File: src/rtl/capp_pkg.sv
// Shared constants, codes and controller/datapath interface types for the pixel plot unit.
package capp_pkg;

    localparam int MAX_WIDTH  = 256;
    localparam int MAX_HEIGHT = 256;
    localparam int DEPTH      = MAX_WIDTH * MAX_HEIGHT;

    localparam int XW     = (MAX_WIDTH > 1) ? $clog2(MAX_WIDTH) : 1;
    localparam int YW     = (MAX_HEIGHT > 1) ? $clog2(MAX_HEIGHT) : 1;
    localparam int WD_W   = $clog2(MAX_WIDTH + 1);
    localparam int HT_W   = $clog2(MAX_HEIGHT + 1);
    localparam int ADDR_W = (DEPTH > 1) ? $clog2(DEPTH) : 1;

    localparam int CFG_W   = 9;
    localparam int COORD_W = 16;
    localparam int COLOR_W = 32;
    localparam int PADDR_W = 16;

    localparam int IN_DATA_W  = 2 * COORD_W + COLOR_W;
    localparam int OUT_DATA_W = PADDR_W + COLOR_W;

    localparam logic [CFG_W-1:0] CLIP_RESET = CFG_W'(256);

    // register indexes
    localparam logic REG_WIDTH  = 1'b0;
    localparam logic REG_HEIGHT = 1'b1;

    // request kinds
    localparam logic REQ_OPAQUE = 1'b0;
    localparam logic REQ_BLEND  = 1'b1;

    typedef struct packed {
        logic clear_step;
        logic load_req;
        logic do_clip;
        logic do_mix;
        logic commit;
    } capp_cmd_t;

    typedef struct packed {
        logic clear_last;
        logic in_area;
        logic blend;
    } capp_stat_t;

endpackage

File: src/rtl/capp_ctrl.sv
// Sequencing state machine for the pixel plot unit: clear pass, clip, read, mix, result.
module capp_ctrl
    import capp_pkg::*;
(
    input  logic       clk,
    input  logic       rst_n,
    input  logic       s_tvalid,
    output logic       s_tready,
    output logic       m_tvalid,
    input  logic       m_tready,
    output capp_cmd_t  cmd,
    input  capp_stat_t stat
);

    localparam logic [2:0] S_CLEAR = 3'd0;
    localparam logic [2:0] S_IDLE  = 3'd1;
    localparam logic [2:0] S_CLIP  = 3'd2;
    localparam logic [2:0] S_ROUTE = 3'd3;
    localparam logic [2:0] S_MIX   = 3'd4;
    localparam logic [2:0] S_DIV   = 3'd5;
    localparam logic [2:0] S_OUT   = 3'd6;

    logic [2:0] state_reg;
    logic [2:0] state_next;

    always_ff @(posedge clk or negedge rst_n)
    begin
        if (!rst_n)
        begin
            state_reg <= S_CLEAR;
        end
        else
        begin
            state_reg <= state_next;
        end
    end

    always_comb
    begin
        state_next = state_reg;
        cmd        = '0;
        s_tready   = 1'b0;
        m_tvalid   = 1'b0;
        unique case (state_reg)
            S_CLEAR:
            begin
                cmd.clear_step = 1'b1;
                if (stat.clear_last)
                begin
                    state_next = S_IDLE;
                end
            end
            S_IDLE:
            begin
                s_tready = 1'b1;
                if (s_tvalid)
                begin
                    cmd.load_req = 1'b1;
                    state_next   = S_CLIP;
                end
            end
            S_CLIP:
            begin
                cmd.do_clip = 1'b1;
                state_next  = S_ROUTE;
            end
            S_ROUTE:
            begin
                // old pixel read is under way this cycle
                if (stat.in_area && stat.blend)
                begin
                    state_next = S_MIX;
                end
                else
                begin
                    cmd.commit = 1'b1;
                    state_next = S_OUT;
                end
            end
            S_MIX:
            begin
                cmd.do_mix = 1'b1;
                state_next = S_DIV;
            end
            S_DIV:
            begin
                cmd.commit = 1'b1;
                state_next = S_OUT;
            end
            S_OUT:
            begin
                m_tvalid = 1'b1;
                if (m_tready)
                begin
                    state_next = S_IDLE;
                end
            end
            default:
            begin
                state_next = S_CLEAR;
            end
        endcase
    end

`ifndef SYNTH
    a_no_accept_in_clear: assert property (@(posedge clk) disable iff (!rst_n)
        state_reg == S_CLEAR |-> !s_tready)
        else $error("input taken during clear pass");

    a_commit_then_valid: assert property (@(posedge clk) disable iff (!rst_n)
        cmd.commit |=> m_tvalid)
        else $error("result not presented after commit");

    a_one_item: assert property (@(posedge clk) disable iff (!rst_n)
        !(s_tready && m_tvalid))
        else $error("input open while result pending");

    a_load_closes: assert property (@(posedge clk) disable iff (!rst_n)
        cmd.load_req |=> !s_tready && !m_tvalid)
        else $error("request not held for processing");
`endif

endmodule

File: config.mk
export PLATFORM = sky130hd
export DESIGN_NAME = capp_ctrl
export DESIGN_NICKNAME = d
export VERILOG_FILES = /design/src/rtl/capp_pkg.sv /design/src/rtl/capp_ctrl.sv
export SDC_FILE = /design/constraint.sdc
export NUM_CORES = 1
export LEC_CHECK = 0
export BUFFER_PORTS_ARGS = -buffer_cell sky130_fd_sc_hd__buf_2
export CAP_MARGIN = 20
export CORE_AREA = 8 8 45 47
export CTS_BUF_LIST = sky130_fd_sc_hd__clkbuf_8
export CTS_CLUSTER_DIAMETER = 60
export DETAILED_ROUTE_END_ITERATION = 8
export DIE_AREA = 0 0 53 55
export SLEW_MARGIN = 15
export SYNTH_ARGS = -nofsm -noshare
export SYNTH_HDL_FRONTEND = slang
export SYNTH_SLANG_ARGS = --single-unit
export TNS_END_PERCENT = 1
File: constraint.sdc
create_clock -name clk -period 1.6 [get_ports clk]
set_clock_uncertainty 0.2 [all_clocks]
set_input_delay 0.16 -clock clk [delete_from_list [all_inputs] [get_ports clk]]
set_output_delay 0.16 -clock clk [all_outputs]
set_load 0.02 [all_outputs]
==> results.yml <==
status:
  status: "completed"
yosys:
  async_flop_share_pct: 100.0
  synth_seq_cells: 3
  synthCells: 31
  synth-warning-count: 0
  netlist.area_leader.share_pct: 28.99
  avgSynthCellArea_um2: 8.355
  synthTopCellsByArea: "dfrtp_1, buf_6, o41ai_2"
  ys_types: 17
  synth.most_common_cell: "nand2_1"
  ys_seq_area_share_pct: 28.99
  synth_edf_count: 0
  syn_area_um2: 259.0
  ys.flop_type: "dfrtp_1"
  synth_nets: 38
  yosysTopAreaCell: "dfrtp_1"
worst_setup_path:
  crit_type: "reg2out"
  crit_arrival_ps: 1180
  worstPathRequired_ps: 1240
  crit_fanout: 8
  crit_path_end_kind: "output pin"
  cp-start-kind: "flop"
sta:
  maxSlewViolCount: 0
  fin_ws_ps: 57.40
  finalHoldViolCount: 0
  fin_crit_ps: 1543
  period_share_pct: 96.41
  clock.fmax_mhz: 648.3
  max_slew.worst_pin.slew_ps: 237.3
  slew_headroom_pct: 84.06
  setup_violations: 0
  setup_tns_ps: 0
finish:
  area_growth_pct: 54.11
  nets: 57
  largest_register_ffs: 3
  fin_area_um2: 399.1
  drive_gt1_share_pct: 53.06
  num-fill-cells: 149
  diodes: 0
  instances_no_fill: 65
clock_tree:
  clk_latency_ps: 220
  htreeDepth: 1
  clock-sinks: 3
  cts_tree: "built"
  clk_path_buf_depth: 2
  clockRootBuffer: "clkbuf_8"
  cts_buffers: 3
  clkTransAtPathRegs_ps: 30
global_route:
  grt_max_degree: 10
  antenna_found_initial: 0
  gr-total-overflow: 0
  grt_first_pass_wirelength_um: 1186
  grt.total_usage_pct: 6.349
  first_global_vias: 287
power_and_ir_drop:
  vdd_drop_max_v: 0.0009756
  p_seq_share_pct: 19.5
  power_density_nw_per_um2: 2344
  p_leak_uw: 0.0002024
  p_sw_uw: 424.1
  p_int_uw: 511.4
  power_frac_comb_pct: 57.2
  switching_share_pct: 45.33
  clockPowerShare_pct: 23.3
route:
  dr_total_vias: 287
  wire_per_inst_um: 10.98
  avgViaCountPerCell: 4.415
  drc_errors: 0
  firstDrtPassIters: 3
  drtIter0Drc: 5
  wirelength_um: 714
  ant_nets: 0
floorplan:
  die-area_um2: 2915
  die_x_um: 53
  core_area_um2: 1384
  ios: 14
  placementRows: 14
  die_y_um: 55
  start_util_pct: 18.72
placement:
  post-place-ws_ps: 227.0
  gp_congestion: 0.7936
  placed_cell_area_um2: 332.8
  port_buffers: 13
  dp.cells: 60
  dp_hpwl_um: 517.7
worst_hold_path:
  hp-class: "in2reg"
flow_run:
  drv_cap: 0
==> power groups by stage <==
stage	Sequential [uW]	Combinational, uW	Clock, uW
3_5_place_dp	172	516	0
4_1_cts	176	526	224
6_report	182	535	218
3_3_place_gp	173	515	0
2_1_floorplan	139	450	0
5_1_grt	190	592	237
==> final timing paths <==
check	slack (ps)	depth (start not counted)	endpoint	start
worst max-delay path	60	4	cmd[3]	state_reg[2]$_DFFE_PN0P_
worst min-delay path	20	4	state_reg[0]$_DFFE_PN0P_	s_tvalid
worst max register to register	290	3	state_reg[1]$_DFFE_PN0P_	state_reg[1]$_DFFE_PN0P_
worst min register to register	370	2	state_reg[2]$_DFFE_PN0P_	state_reg[0]$_DFFE_PN0P_
max in group asynchronous	1020	2	state_reg[1]$_DFFE_PN0P_	rst_n
min in group asynchronous	60	2	state_reg[2]$_DFFE_PN0P_	rst_n
==> layer usage <==
layer / track usage, % / part of all wire [%] / up-vias
met2: 9.180 / 51 / 11
met3: 2.941 / 4.9 / 5
met5: 0 / 0 / -
met4: 10.34 / 6.7 / 0
li1: - / - / 144
met1: 5.191 / 37 / 127
==> layout by cell type (no fill, tap or decap), drive strengths merged <==
cell type	Yosys	routed
nor2	2	2
and3	1	1
and2	1	1
o21ai	4	4
clkbuf	0	3
nand2	4	4
a311oi	1	1
a21oi	3	3
o21a	1	1
inv	2	3
nand2b	1	1
nor3	4	4
buf	3	16
dlygate4sd3	0	1
o41ai	1	1
dfrtp	3	3
==> metrics by stage <==
stage,hold slack [ps],total power [uW],util [%]
6_report,24.73,935.5,28.84
5_1_grt,47.48,1018,28.84
4_1_cts,24.91,926.0,28.12
3_5_place_dp,-242.2,688.5,24.05
3_3_place_gp,-244.3,688.1,24.05
2_1_floorplan,-335.6,588.5,-
==> timing repair <==
action                     CTS  global route
setup endpoints to repair    1             2
hold endpoints to repair     3             0
hold buffers                 1             0
gates resized for setup      1             2
cloned                       0             0
buffers inserted             0             0
==> kinds of logic after synthesis <==
logic type	share of synthesized area, %
AND/OR/NAND/NOR	25.61
AO/OA/AOI/OAI	28.50
buffers and inverters	16.91
flip-flops	28.98
==> worst max-delay path: stages, from the launching register on <==
cell and delay, ps:
dfrtp_1 400, buf_4 170, nor3_2 120, and2_1 140, buf_4 130
==> cell type report <==
class | instances | area [um^2] | area share (%)
inverter | 2 | 10.01 | 2.508
clock buffer | 3 | 41.29 | 10.34
sequential | 3 | 76.32 | 19.12
timing repair buffer | 17 | 100.1 | 25.08
tap | 16 | 20.02 | 5.016
multi-input combinational | 23 | 147.6 | 36.99
clock inverter | 1 | 3.754 | 0.9404
No activity file was read; power rests on OpenSTA's default activity.
